===== src/rtl/dms3_pkg.sv =====
// ----------------------------------------------------------------------------
// dms3_pkg
// shared widths, register codes and tap selection type for the 3x3 depth
// mixture smoother
// ----------------------------------------------------------------------------
package dms3_pkg;

  localparam int DEPTH_W    = 16;
  localparam int MEAN_W     = 24;
  localparam int VAR_W      = 40;
  localparam int POS_W      = 10;
  localparam int COEF_W     = 16;
  localparam int DIM_CFG_W  = 11;
  localparam int CFG_DATA_W = 16;
  localparam int CFG_IDX_W  = 2;

  localparam int MAX_WIDTH_DEF  = 1024;
  localparam int MAX_HEIGHT_DEF = 1024;
  localparam int MARGIN_DEF     = 5;

  // weighted sums over one window (total weight 16)
  localparam int SUM_S_W = 5;
  localparam int SUM_A_W = 20;
  localparam int TERM_W  = 49;
  localparam int SUM_B_W = 53;

  // shared divider
  localparam int NUM_W = 58;
  localparam int DEN_W = 17;

  localparam logic OP_FLUSH = 1'b1;

  typedef enum logic [CFG_IDX_W-1:0] {
    CFG_IMAGE_WIDTH  = 2'd0,
    CFG_IMAGE_HEIGHT = 2'd1,
    CFG_SENSOR_COEF  = 2'd2,
    CFG_BLANK_MARGIN = 2'd3
  } cfg_idx_e;

  // window row and column picked for each tap row / tap column
  typedef struct packed {
    logic [2:0][1:0] rsel;
    logic [2:0][1:0] csel;
  } tap_sel_t;

endpackage


===== src/rtl/dms3_div.sv =====
// ----------------------------------------------------------------------------
// dms3_div
// restoring divider, one quotient bit per cycle
// ----------------------------------------------------------------------------
module dms3_div (
  input  logic                        clk_i,
  input  logic                        rst_ni,
  input  logic                        start_i,
  input  logic [dms3_pkg::NUM_W-1:0]  num_i,
  input  logic [dms3_pkg::DEN_W-1:0]  den_i,
  output logic                        done_o,
  output logic [dms3_pkg::NUM_W-1:0]  quo_o
);

  localparam int CNT_W = $clog2(dms3_pkg::NUM_W + 1);

  logic                       busy_q, done_q;
  logic [CNT_W-1:0]           cnt_q;
  logic [dms3_pkg::NUM_W-1:0] num_q;
  logic [dms3_pkg::DEN_W:0]   rem_q;
  logic [dms3_pkg::DEN_W-1:0] den_q;
  logic [dms3_pkg::DEN_W:0]   rem_sh;
  logic                       fits;

  assign rem_sh = {rem_q[dms3_pkg::DEN_W-1:0], num_q[dms3_pkg::NUM_W-1]};
  assign fits   = rem_sh >= {1'b0, den_q};

  always_ff @(posedge clk_i or negedge rst_ni) begin
    if (!rst_ni) begin
      busy_q <= 1'b0;
      done_q <= 1'b0;
      cnt_q  <= '0;
    end else begin
      done_q <= !start_i && busy_q && (cnt_q == CNT_W'(1));
      if (start_i) begin
        busy_q <= 1'b1;
        cnt_q  <= CNT_W'(dms3_pkg::NUM_W);
      end else if (busy_q) begin
        cnt_q <= cnt_q - CNT_W'(1);
        if (cnt_q == CNT_W'(1)) begin
          busy_q <= 1'b0;
        end
      end
    end
  end

  always_ff @(posedge clk_i) begin
    if (start_i) begin
      num_q <= num_i;
      den_q <= den_i;
      rem_q <= '0;
    end else if (busy_q) begin
      rem_q <= fits ? (rem_sh - {1'b0, den_q}) : rem_sh;
      num_q <= {num_q[dms3_pkg::NUM_W-2:0], fits};
    end
  end

  assign done_o = done_q;
  assign quo_o  = num_q;

endmodule


===== config.mk =====
export PLATFORM = sky130hd
export DESIGN_NAME = dms3_div
export DESIGN_NICKNAME = d
export VERILOG_FILES = /design/src/rtl/dms3_pkg.sv /design/src/rtl/dms3_div.sv
export SDC_FILE = /design/constraint.sdc
export NUM_CORES = 1
export LEC_CHECK = 0
export BUFFER_PORTS_ARGS = -buffer_cell sky130_fd_sc_hd__buf_2
export CORE_ASPECT_RATIO = 1.4
export CORE_MARGIN = 2
export CORE_UTILIZATION = 57
export CTS_CLUSTER_DIAMETER = 100
export DETAILED_ROUTE_END_ITERATION = 6
export GPL_ROUTABILITY_DRIVEN = 1
export HOLD_SLACK_MARGIN = 0.15
export PLACE_DENSITY_LB_ADDON = 0.25
export SYNTH_ARGS = -nofsm -noshare
export SYNTH_HDL_FRONTEND = slang
export SYNTH_SLANG_ARGS = --single-unit

===== constraint.sdc =====
create_clock -name clk_i -period 4.25 [get_ports clk_i]
set_input_delay 1.0625 -clock clk_i [delete_from_list [all_inputs] [get_ports clk_i]]
set_output_delay 1.0625 -clock clk_i [all_outputs]
set_load 0.02 [all_outputs]

Word-level counts from Yosys, hierarchy flattened. Index checks and enable logic that the tools add are counted.

Bits in registers: 100. Logic and storage cells: 22. Input bits: 78. Output and inout bits: 59.

$add $sub $neg: 2. Order comparisons: 1. Reduce and logical (&&, ||, !) cells: 4. Eq/ne operators: 1. Multiplexer cells: 8.

Operators by type and width (number): 2-to-1 mux 58 bit (2); greater-or-equal comparator 18 x 17 -> 1 bit (1); 2-to-1 mux 17 bit (1); subtractor 17 bit (1); 2-to-1 mux 6 bit (2); equality test 6 x 1 -> 1 bit (second input constant) (1); subtractor 6 x 1 -> 6 bit (second input constant) (1); 2-to-1 mux 1 bit (3); logical AND 1 bit (2); nonzero test 2 bit (1); zero test 1 bit (1).

Longest topological paths before layout.
Depth in word-level cells: 4. Mapped depth: 11.

Worst setup path after synthesis. Ideal clock, no wire load.

Path kind: input to register. From: in start_i. To: reg num_q, in the netlist quo_o[0] (enable). Arrival time: 2.453 ns. Cell stages on the path: 3. Required time: 3.838 ns. Setup slack: 1.385 ns. Cell sequence: nor2_1 -> clkbuf_1 -> inv_1.

Word-level cells in the longest chain between the ends: 1.

Ends and longest elaborated chain: start: declaration (line dms3_div.sv:8) `input logic start_i,`; nonzero test 2 bit (no source line); end signal: assignment (line dms3_div.sv:49) `num_q <= num_i;`; end signal: assignment (line dms3_div.sv:54) `num_q <= {num_q[dms3_pkg::NUM_W-2:0], fits};`; end: declaration (line dms3_div.sv:19) `logic [dms3_pkg::NUM_W-1:0] num_q;`.

Every way passes these cells. A chain may end at the register's enable or synchronous reset.

Final worst setup path.
From: reg num_q, in the netlist quo_o[57]. To: reg rem_q[8] (netlist name).

Word-level cells in the longest chain between the ends: 2. Elaborated cells on any way between the ends: 3.

Ends and longest elaborated chain: subtractor 17 bit or greater-or-equal comparator 18 x 17 -> 1 bit (tied branches) (line dms3_div.sv:53, dms3_div.sv:26); 2-to-1 mux 17 bit (*) (line dms3_div.sv:53) `rem_q <= fits ? (rem_sh - {1'b0, den_q}) : rem_sh;`; end signal: assignment (line dms3_div.sv:53); end: declaration (line dms3_div.sv:20) `logic [dms3_pkg::DEN_W:0] rem_q;`.

Every way passes the cells marked *; elsewhere a longest branch is shown, timed or not.

==> impl_metrics.toml <==
[logic_synthesis]
yosysWarnings = 0
synth-seq-area-share = 0.561
yosysTopAreaCell = "edfxtp_1"
netlist.area_leader.share = 0.452
synth-seq-cells = 100
synth_most_common_cell = "edfxtp_1"
synth_commonest_cells = "edfxtp_1, mux2_2, nor2_1"
postSynthCellCount = 397
synthFlopType = "edfxtp_1"
netlist_top_cells_area = "edfxtp_1, mux2_2, dfxtp_1"
synthDistinctLibCells = 49
netlist_area_um2 = 4980
synth_nets = 495
syn_area_per_cell_um2 = 12.5
synth-edff-count = 75
async_flop_share = 0.0800

[floorplanning]
core_area_um2 = 8560
die_h_um = 115
num_io_pins = 137
std_cell_rows = 40
initial_core_util = 0.582
die_area_um2 = 9510
die_x_um = 83.0

[cells_and_area]
multi_input_area_um2 = 2030
fill_cells = 620
areaGrowthSynthToFinish_pct = 21.0
final_cells = 641
regArea_um2 = 2790
layout-drive-gt1-share = 0.407
fin_nets = 629
antennaDiodeCount = 0

[drt]
drt-total-wl_um = 10500
firstDrtPassIters = 4
drt_iter0_drc = 165
drt-wirelength-per-cell_um = 16.4
drtAntennaViolNets = 0
vias = 3648
drc_errors = 0
vias_per_cell = 5.69

[grt]
grt_max_degree = 52
grt.met1_usage = 0.259
use_met2 = 0.393
grt.busiest_layer = "met2"
grt.overflow.total = 0
met3_usage = 0.0534
grt_pass1_wl_um = 17000
grtUsageTotal = 0.224
antenna_found_initial = 0
grt_pass1_vias = 3656

[critical_path]
cpMaxStageDelayCell = "nor3_2"
r2r_slack_ns = 1.20
crit_chain = "inv_1 > ha_1 > inv_1 > fa_1 > a21oi_1 > o22a_1 > a21oi_2 > nor3_2 > buf_4 > nand2b_1 > o21ai_0"
endpoint_kind = "register"
cp_common_cell = "inv_1"
worst-path-buf-inv = 3
slowest_delay_ns = 0.76
cpLargestDelayFamily = "simple AND/OR/NAND/NOR gates"
cp_max_fo = 14
critical_path_class = "register to register"
critPathRequiredTime_ns = 4.47
start_kind = "register"
cp.arrival_ns = 3.27

[clock_tree]
cts_sinks = 100
clock-root-buffer = "clkbuf_16"
ctsHoldBuffers = 0
cts_setup_buffers = 0
cts_buffers = 9
h-tree-depth = 3
clockBufferDepth = 2
clk_latency_ns = 0.34
cts_resized = 0
path_clk_slew_ns = 0.07
tritoncts = "yes"

[sta]
period_share = 0.719
hold_violations = 0
fmax_mhz = 327
setup_viol_count_final = 0
slew_headroom = 0.356
setup_tns_ns = 0
worst_pin_slew_ns = 0.962
slew_violations = 0
rsz0062_at_grt = "false"
period_minus_slack_ns = 3.05
setup_ws_ns = 1.20
fin_skew_ns = 0.00487

[pwr]
powerDensity_nw_per_um2 = 383
ir_drop_mv = 0.281
p_leak_nw = 2.64

[worst_hold_path]
worstHoldPathType = "register to register"

[outcome]
status = "finished clean"

[place]
place_inst = 625
io_buffers = 136
post-dp-hpwl_um = 7680
preCtsSetupSlack_ns = 1.09
routabilityCongestion = 0.870

[flow_run]
maxCapViolCount = 0
==> placed cells by master (no fill, tap or decap), drive strengths merged, types with 4 or more instances in the layout <==
master    n
o21ai    20
a21o      4
xnor2    12
edfxtp   75
mux2i     9
dfrtp     8
dfxtp    17
clkbuf   10
nand3     5
inv      23
a21oi    18
nor2     23
nand2b    8
nand2    22
mux2     59
a211oi    9
a32oi     7
clkinv    5
o31ai     4
xor2      4
buf     140
ha       19
==> state kept, by name, indices dropped and copies added (netlist names) <==
signal / cells
quo_o: 58
den_q: 17
rem_q: 17
cnt_q: 6
busy_q: 1
done_o: 1
==> final cells by class <==
class,instances,share of cell area
inverters,22,0.0137
well taps,105,0.0218
clock buffers,10,0.0380
multi-input cells,258,0.338
clock inverters,6,0.00665
flip-flops and latches,100,0.464
repair buffers,140,0.118
==> worst paths after layout <==
path / startpoint / endpoint / depth (start not counted)
hold reg to reg: rem_q[16]$_SDFFE_PP0P_ / rem_q[16]$_SDFFE_PP0P_ / 2
setup reg to reg: quo_o[57]$_DFFE_PP_ / rem_q[8]$_SDFFE_PP0P_ / 11
max in group asynchronous: rst_ni / cnt_q[1]$_DFFE_PN0P_ / 1
min in group asynchronous: rst_ni / cnt_q[5]$_DFFE_PN0P_ / 1
hold / removal: rem_q[16]$_SDFFE_PP0P_ / rem_q[16]$_SDFFE_PP0P_ / 2
setup / recovery: quo_o[57]$_DFFE_PP_ / rem_q[8]$_SDFFE_PP0P_ / 11
==> per-stage QoR <==
step	utilization	power (mW)	area, um^2	hold WS (ns)
2_1_floorplan	-	1.45	4980	0.437
3_3_place_gp	0.672	1.57	5750	0.465
3_5_place_dp	0.672	1.58	5750	0.482
4_1_cts	0.704	2.33	6020	0.508
5_1_grt	0.704	2.41	6020	0.536
6_report	0.704	2.31	6020	0.500
==> power breakdown <==
part,switching [mW],internal (mW),total (mW)
Combinational,0.213,0.168,0.381
Clock,0.346,0.397,0.743
Sequential,0.0417,1.14,1.18
==> layer usage <==
metal	wire (um)	up-vias
met4	267	0
met1	4200	1740
met5	0	-
met2	5510	125
li1	-	1760
met3	552	23
==> cells by family after synthesis <==
group           count (synthesis)  synth area share
compound gates                 75            0.0980
xor+xnor                       16            0.0281
fa+ha+maj                      20            0.0518
buf+inv                        39            0.0307
flops                         100             0.561
mux                            68             0.152
simple gates                   79            0.0792
==> tightest hold or removal path: cells and delay by family, from the launching register on <==
kind            cells  cell delay [ns]
flops               1             0.34
compound gates      2             0.13
Power figures use the tool's default switching activity.
