### config.mk
export PLATFORM = sky130hd
export DESIGN_NAME = dms3_acc
export DESIGN_NICKNAME = d
export VERILOG_FILES = /design/src/rtl/dms3_pkg.sv /design/src/rtl/dms3_acc.sv
export SDC_FILE = /design/constraint.sdc
export NUM_CORES = 2
export LEC_CHECK = 0
export BUFFER_PORTS_ARGS = -buffer_cell sky130_fd_sc_hd__buf_2
export CORE_MARGIN = 2
export CORE_UTILIZATION = 40
export DETAILED_ROUTE_END_ITERATION = 7
export PLACE_DENSITY_LB_ADDON = 0.3
export SLEW_MARGIN = 20
export SYNTH_ARGS = -nofsm -noshare
export SYNTH_HDL_FRONTEND = slang
export SYNTH_SLANG_ARGS = --single-unit
### constraint.sdc
create_clock -name clk_i -period 9.7 [get_ports clk_i]
set_input_delay 2.91 -clock clk_i [delete_from_list [all_inputs] [get_ports clk_i]]
set_output_delay 2.91 -clock clk_i [all_outputs]
set_load 0.02 [all_outputs]
### src/rtl/dms3_pkg.sv
// ----------------------------------------------------------------------------
// dms3_pkg
// shared widths, register codes and tap selection type for the 3x3 depth
// mixture smoother
// ----------------------------------------------------------------------------
package dms3_pkg;

  localparam int DEPTH_W    = 16;
  localparam int MEAN_W     = 24;
  localparam int VAR_W      = 40;
  localparam int POS_W      = 10;
  localparam int COEF_W     = 16;
  localparam int DIM_CFG_W  = 11;
  localparam int CFG_DATA_W = 16;
  localparam int CFG_IDX_W  = 2;

  localparam int MAX_WIDTH_DEF  = 1024;
  localparam int MAX_HEIGHT_DEF = 1024;
  localparam int MARGIN_DEF     = 5;

  // weighted sums over one window (total weight 16)
  localparam int SUM_S_W = 5;
  localparam int SUM_A_W = 20;
  localparam int TERM_W  = 49;
  localparam int SUM_B_W = 53;

  // shared divider
  localparam int NUM_W = 58;
  localparam int DEN_W = 17;

  localparam logic OP_FLUSH = 1'b1;

  typedef enum logic [CFG_IDX_W-1:0] {
    CFG_IMAGE_WIDTH  = 2'd0,
    CFG_IMAGE_HEIGHT = 2'd1,
    CFG_SENSOR_COEF  = 2'd2,
    CFG_BLANK_MARGIN = 2'd3
  } cfg_idx_e;

  // window row and column picked for each tap row / tap column
  typedef struct packed {
    logic [2:0][1:0] rsel;
    logic [2:0][1:0] csel;
  } tap_sel_t;

endpackage

### src/rtl/dms3_acc.sv
// ----------------------------------------------------------------------------
// dms3_acc
// walks the nine window taps, forms the per-pixel term and accumulates the
// weighted count, depth sum and term sum
// ----------------------------------------------------------------------------
module dms3_acc (
  input  logic                                clk_i,
  input  logic                                rst_ni,
  input  logic                                start_i,
  input  logic [dms3_pkg::COEF_W-1:0]         coef_i,
  input  logic [2:0][2:0][dms3_pkg::DEPTH_W-1:0] win_i,
  input  dms3_pkg::tap_sel_t                  sel_i,
  output logic                                done_o,
  output logic [dms3_pkg::SUM_S_W-1:0]        sum_s_o,
  output logic [dms3_pkg::SUM_A_W-1:0]        sum_a_o,
  output logic [dms3_pkg::SUM_B_W-1:0]        sum_b_o
);

  logic       busy_q;
  logic [1:0] ky_q, kx_q;
  logic [dms3_pkg::DEPTH_W-1:0] tap;
  logic [1:0] sh;
  logic       last;

  logic v1_q, v2_q, v3_q, last1_q, last2_q, last3_q, done_q;
  logic [1:0] sh1_q, sh2_q, sh3_q;
  logic [dms3_pkg::DEPTH_W-1:0] d1_q, d2_q, d3_q;
  logic [31:0] dd1_q, dd2_q, dd3_q;
  logic [31:0] s2_q;
  logic [47:0] sv3_q;
  logic [dms3_pkg::TERM_W-1:0] term;

  logic [dms3_pkg::SUM_S_W-1:0] sum_s_q;
  logic [dms3_pkg::SUM_A_W-1:0] sum_a_q;
  logic [dms3_pkg::SUM_B_W-1:0] sum_b_q;

  // weight is 1, 2 or 4: a shift by the number of center coordinates
  assign tap  = win_i[sel_i.rsel[ky_q]][sel_i.csel[kx_q]];
  assign sh   = {1'b0, ky_q == 2'd1} + {1'b0, kx_q == 2'd1};
  assign last = (ky_q == 2'd2) && (kx_q == 2'd2);

  always_ff @(posedge clk_i or negedge rst_ni) begin
    if (!rst_ni) begin
      busy_q <= 1'b0;
      ky_q   <= 2'd0;
      kx_q   <= 2'd0;
      v1_q   <= 1'b0;
      v2_q   <= 1'b0;
      v3_q   <= 1'b0;
      done_q <= 1'b0;
    end else begin
      if (start_i) begin
        busy_q <= 1'b1;
        ky_q   <= 2'd0;
        kx_q   <= 2'd0;
      end else if (busy_q) begin
        if (kx_q == 2'd2) begin
          kx_q <= 2'd0;
          if (ky_q == 2'd2) busy_q <= 1'b0;
          else ky_q <= ky_q + 2'd1;
        end else begin
          kx_q <= kx_q + 2'd1;
        end
      end
      v1_q   <= busy_q && !start_i;
      v2_q   <= v1_q;
      v3_q   <= v2_q;
      done_q <= v3_q && last3_q;
    end
  end

  // multiply chain: d*d, coef*d^2, s*s
  always_ff @(posedge clk_i) begin
    last1_q <= last;
    sh1_q   <= sh;
    d1_q    <= tap;
    dd1_q   <= 32'(tap) * 32'(tap);

    last2_q <= last1_q;
    sh2_q   <= sh1_q;
    d2_q    <= d1_q;
    dd2_q   <= dd1_q;
    s2_q    <= 32'((48'(coef_i) * 48'(dd1_q)) >> 16);

    last3_q <= last2_q;
    sh3_q   <= sh2_q;
    d3_q    <= d2_q;
    dd3_q   <= dd2_q;
    sv3_q   <= 48'((64'(s2_q) * 64'(s2_q)) >> 16);
  end

  assign term = {1'b0, dd3_q, 16'd0} + {1'b0, sv3_q};

  always_ff @(posedge clk_i) begin
    if (start_i) begin
      sum_s_q <= '0;
      sum_a_q <= '0;
      sum_b_q <= '0;
    end else if (v3_q && (d3_q != '0)) begin
      sum_s_q <= sum_s_q + (dms3_pkg::SUM_S_W'(1) << sh3_q);
      sum_a_q <= sum_a_q + (dms3_pkg::SUM_A_W'(d3_q) << sh3_q);
      sum_b_q <= sum_b_q + (dms3_pkg::SUM_B_W'(term) << sh3_q);
    end
  end

  assign done_o  = done_q;
  assign sum_s_o = sum_s_q;
  assign sum_a_o = sum_a_q;
  assign sum_b_o = sum_b_q;

endmodule

# Word level (Yosys, flattened, before mapping)
# Cells that the tools add are included.
[totals]
ff_bits = 320
inputBits = 175
output_inout_bits = 79
word_cells = 74
[classes]
add_sub_neg = 7
multipliers = 3
order_cmp = 4
n_eq_ne = 5
shifts = 3
muxes = 19
n_reduce_logical = 9
[op_table]
columns = ["cell", "count"]
rows = [
  ["48-bit binary-select mux with 2-bit select", 1],
  ["32-bit by 32-bit multiplier with 64-bit output", 1],
  ["53-bit adder", 1],
  ["49-bit by 2-bit left shift with 53-bit output", 1],
  ["48-bit by 48-bit adder with 49-bit output", 1],
  ["16-bit by 32-bit multiplier with 48-bit output", 1],
  ["48-bit 2-to-1 mux", 1],
  ["16-bit binary-select mux with 2-bit select", 1],
  ["16-bit by 16-bit multiplier with 32-bit output", 1],
  ["20-bit adder", 1],
  ["16-bit by 2-bit left shift with 20-bit output", 1],
  ["2-bit 2-to-1 mux", 9],
  ["16-bit 2-to-1 mux", 1],
  ["16-bit nonzero test", 1],
  ["2-bit by 3-bit less-than comparator with 1-bit output, second input constant", 4],
  ["2-bit binary-select mux with 2-bit select", 2],
  ["5-bit adder", 1],
  ["1-bit by 2-bit left shift with 5-bit output, first input constant", 1],
  ["2-bit by 1-bit adder with 2-bit output, second input constant", 2],
  ["2-bit by 1-bit equality test with 1-bit output, second input constant", 2],
  ["2-bit equality test, second input constant", 2],
  ["1-bit logical AND", 4],
  ["1-bit 2-to-1 mux", 4],
  ["2-bit nonzero test", 2],
  ["other kinds (4)", 4],
]

# Longest topological paths before layout
[logic_depth]
ltp_word = 7
ltp_mapped = 38
depth_no_buf = 33

# Least setup slack after synthesis
# Ideal clock, no wire load.
[synth_path]
path_kind = "input to register"
from = "input sel_i[7] (netlist name)"
to = "register dd1_q[31]"
setup_time_ns = 0.092
arrival_ns = 10.039
required_time_ns = 9.608
path_slack_ns = -0.431
cell_stages = 30
path_buffers = 3
path_cell_list = "mux2i_4 -> o21a_1 -> buf_2 -> buf_1 -> nand2_1 -> nand3_1 -> a32oi_1 -> o22ai_1 -> clkbuf_1 -> nand2_1 -> fa_1 -> fa_1 -> inv_1 -> fa_1 -> fa_1 -> fa_1 -> inv_1 -> fa_1 -> inv_1 -> ha_1 -> a21o_1 -> a21o_1 -> a21o_1 -> nand2_1 -> o211ai_1 -> a211o_1 -> nand2_1 -> o2111ai_1 -> a221o_1 -> nor4_1"
[synth_between]
elab_chain_len = 7
[synth_rtl]
columns = ["element", "line_no", "text"]
rows = [
  ["start, declared", "dms3_acc.sv:12", "input dms3_pkg::tap_sel_t sel_i,"],
  ["2-bit binary-select mux with 2-bit select", "dms3_acc.sv:38", "assign tap = win_i[sel_i.rsel[ky_q]][sel_i.csel[kx_q]];"],
  ["2-bit 2-to-1 mux (not written as such)", "dms3_acc.sv:38", ""],
  ["48-bit binary-select mux with 2-bit select", "dms3_acc.sv:38", ""],
  ["48-bit 2-to-1 mux (not written as such)", "dms3_acc.sv:38", ""],
  ["16-bit binary-select mux with 2-bit select", "dms3_acc.sv:38", ""],
  ["16-bit 2-to-1 mux (not written as such)", "dms3_acc.sv:38", ""],
  ["net tap, one bit", "dms3_acc.sv:21", "logic [dms3_pkg::DEPTH_W-1:0] tap;"],
  ["16-bit by 16-bit multiplier with 32-bit output", "dms3_acc.sv:77", "dd1_q <= 32'(tap) * 32'(tap);"],
  ["end signal, assigned", "dms3_acc.sv:77", ""],
  ["end, declared", "dms3_acc.sv:28", "logic [31:0] dd1_q, dd2_q, dd3_q;"],
]
# The timed path passes the listed nets, and every way through them passes these cells. The select of a mux whose other input is x is not followed.
# A chain may end at the register's enable or synchronous reset.

# Worst setup path in the final report
[layout_path]
from = "input sel_i[11] (netlist name)"
to = "register dd1_q[31]"
# Same word-level chain as after synthesis.

==> results.json <==
{
  "synth-edff-count": 0,
  "drtIter0Drc": 3020,
  "synthToLayoutAreaGrowth_pct": 10.26,
  "timing.final.ws_setup_ps": 269.6,
  "fillCellCount": 16070,
  "critical_path.most_common_cell": "fa_1",
  "yosys_warnings": 0,
  "ant_nets": 0,
  "grt_pass1_wl_mm": 300.2,
  "cts_hold_buf": 0,
  "synth_cell_type_count": 94,
  "asyncSetResetFlopFracSynth_pct": 2.866,
  "place_area_um2": 71950,
  "io_pins": 254,
  "grtUsageTotal_pct": 22.55,
  "cp.required_ps": 10180,
  "place.port_buffers": 253,
  "antenna_found_initial": 9,
  "status": "completed",
  "fin_util_pct": 44.50,
  "cts-buffers-inserted": 36,
  "syn_inst": 7380,
  "rows": 149,
  "clock_skew_ps": 49.74,
  "cts_tree": "done",
  "hp-start": "dd2_q[27]$_DFF_P_",
  "cp_data_arrival_time_ps": 9910,
  "drtPass1Iterations": 6,
  "rsz0062_at_grt": "true",
  "clock_tree.buffer_depth": 3,
  "cts.sinks": 314,
  "max_freq_mhz": 106.0,
  "worstSetupPathType": "input port to flip-flop",
  "critPathLaunchType": "input port",
  "route.detailed.drc": 0,
  "placedCellCount": 9805,
  "hold_class": "flip-flop to flip-flop",
  "finalSetupViolCount": 0,
  "layout.nets": 9825,
  "worst_path_max_delay_cell": "fa_1",
  "drv_slew": 0,
  "worst_setup_path_end_kind": "flip-flop",
  "drv_cap": 0,
  "critPathMaxFanout": 16,
  "die_area_um2": 169900,
  "core_um2": 165200,
  "startpoint": "sel_i[11]",
  "slew_headroom_pct": 24.72,
  "synth_area_um2": 66660,
  "grt-ovfl-total": 0,
  "wire_per_inst_um": 18.96,
  "final_cells": 9884,
  "synthFlopType": "dfxtp_1",
  "final-hold-violation-count": 0,
  "clock_latency_ps": 610,
  "routed_wirelength_mm": 187.4,
  "dp_slack_ps": -524.4,
  "place_hpwl_mm": 156.1,
  "timing.rr.start": "s2_q[7]$_DFF_P_",
  "first_global_vias": 54610,
  "syn_area_per_cell_um2": 9.032,
  "worst_path_largest_cell_delay_ps": 540,
  "clk_pin_slew_worst_paths_ps": 70,
  "htree_levels": 2,
  "fp.dieH_um": 412.2,
  "start_util_pct": 40.36,
  "period_needed_ps": 9430,
  "viasPerCell": 5.094,
  "worstMarginPinSlew_ps": 1128,
  "synth_seq_cells": 314,
  "drive_gt1_share_pct": 9.455,
  "stdcell_area_um2": 73500,
  "grt_start_max_net_pins": 82,
  "cts-root-buf": "clkbuf_16",
  "ys_seq_area_share_pct": 9.498,
  "min_period_over_period_pct": 97.22,
  "num_vias": 50350,
  "gp_congestion": 0.9397,
  "die_w_um": 412.2
}
## logic make-up after synthesis
| kind of cell | count (synthesis) | synth area share (%) |
|---|---|---|
| compound gates | 846 | 8.244 |
| xor+xnor | 228 | 3.007 |
| fa+ha+maj | 1989 | 52.72 |
| buf+inv | 1967 | 11.14 |
| flops | 314 | 9.498 |
| mux | 103 | 1.901 |
| other cells | 2 | 0.01127 |
| simple gates | 1931 | 13.48 |
## stage by stage
step | hold slack (ps) | TNS, ps
3_3_place_gp | 310.3 | -2039
3_5_place_dp | 312.0 | -2579
5_1_grt | 284.1 | -16.44
4_1_cts | 292.3 | 0
6_report | 292.2 | 0
2_1_floorplan | 309.6 | 0
## worst paths after layout
kind                                        to  depth (start not counted)  slack [ps]
setup / recovery             dd1_q[31]$_DFF_P_                         29         270
hold / removal               dd3_q[27]$_DFF_P_                          0         290
max in group asynchronous  ky_q[1]$_DFFE_PN0P_                          1        7340
setup reg to reg             sv3_q[42]$_DFF_P_                         25         840
min in group asynchronous     done_o$_DFF_PN0_                          1        2180
hold reg to reg              dd3_q[27]$_DFF_P_                          0         290
## synthesized netlist by cell type (all sizes together), types with 7 or more instances
library cell | number | area [um2]
inv | 1653 | 6207
fa | 1366 | 27350
nand2 | 1011 | 3797
ha | 623 | 7795
and2 | 384 | 2402
dfxtp | 305 | 6106
a21oi | 280 | 1416
clkbuf | 269 | 1011
nor2 | 205 | 769.5
o21ai | 146 | 753.2
xnor2 | 138 | 1216
a21o | 125 | 938.4
xor2 | 90 | 788.3
nand3 | 88 | 445.4
mux2i | 77 | 783.3
nor3 | 43 | 215.2
nor2b | 42 | 265.3
o21bai | 39 | 292.8
buf | 36 | 176.4
o21a | 36 | 270.3
a31oi | 33 | 206.5
nand4 | 31 | 193.9
a211oi | 26 | 195.2
o211ai | 25 | 187.7
nand2b | 24 | 150.1
and3 | 23 | 143.9
a32oi | 18 | 157.7
a31o | 17 | 148.9
mux4 | 17 | 382.9
and4 | 15 | 131.4
or2 | 12 | 75.07
o31ai | 11 | 96.34
or3 | 11 | 68.82
a211o | 10 | 87.58
a221oi | 10 | 93.84
nor4 | 10 | 62.56
clkinv | 9 | 33.78
dfrtp | 9 | 225.2
mux2 | 9 | 101.4
nand3b | 7 | 52.55
nor4b | 7 | 61.31
or4 | 7 | 52.55
## repair_timing
| item | in CTS | in global routing |
|---|---|---|
| resized for setup | 0 | 32 |
| setup buffers | 0 | 5 |
| endpoints found under the setup margin | 0 | 6 |
## layout make-up
class                           instances  area [um2]  share of cell area (%)
Multi-Input combinational cell       5102       53120                   72.28
Sequential cell                       314        6337                   8.622
Inverter                             1662        6247                   8.500
Timing Repair Buffer                  545        3755                   5.109
Tap cell                             2189        2739                   3.726
Clock buffer                           40       947.2                   1.289
Clock inverter                         26       335.3                  0.4562
Antenna cell                            6       15.01                 0.02043
## cells in the final DEF, fill, tap and decap left out, types with 10 or more instances in the layout
master     count
nand4_1       31
mux4_2        17
or3_1         11
o21ai_0      132
clkbuf_16     39
a211oi_1      26
nand2b_1      24
mux2i_1       75
ha_1         619
a21o_1       125
buf_12        20
and4_1        15
nor2_1       201
buf_2        253
o211ai_1      25
dfxtp_1      302
nand3_1       87
xnor2_1      137
or2_2         12
a21oi_1      277
nand2_1     1009
inv_1       1648
o21bai_1      39
a31o_2        17
a31oi_1       32
fa_1        1366
a32oi_1       16
a211o_1       10
nor4_1        10
xor2_1        90
nor3_1        43
and3_1        23
nor2b_1       41
and2_1       383
o21a_1        31
o31ai_1       10
buf_4        267
## flip-flops by register name (all words and copies together) (netlist names), 2 cells and up
name,count
d1_q,15
sv3_q,48
kx_q,2
d3_q,15
dd3_q,31
d2_q,15
sum_s_o,5
dd2_q,31
ky_q,2
dd1_q,31
sum_a_o,20
sh1_q,2
sh3_q,2
sh2_q,2
s2_q,32
sum_b_o,53
## critical path, delay by kind of cell
| family | cells | cell delay, ps |
|---|---|---|
| adders and majority gates | 7 | 3320 |
| AOI/OAI and AO/OA | 7 | 1730 |
| and+or+nand+nor | 7 | 1040 |
| buffers and inverters | 7 | 790 |
| muxes | 1 | 80 |
## per-layer routing
| layer | up-vias | track usage (%) | part of all wire [%] |
|---|---|---|---|
| li1 | 23140 | - | - |
| met1 | 25590 | 30.12 | 43 |
| met2 | 1311 | 37.88 | 48 |
| met3 | 303 | 3.097 | 5.6 |
| met4 | 4 | 6.997 | 3.5 |
| met5 | - | 0 | 0.013 |
Power is not shown: default switching activity piles up to over one toggle a cycle in this logic, so the estimate is an artifact.
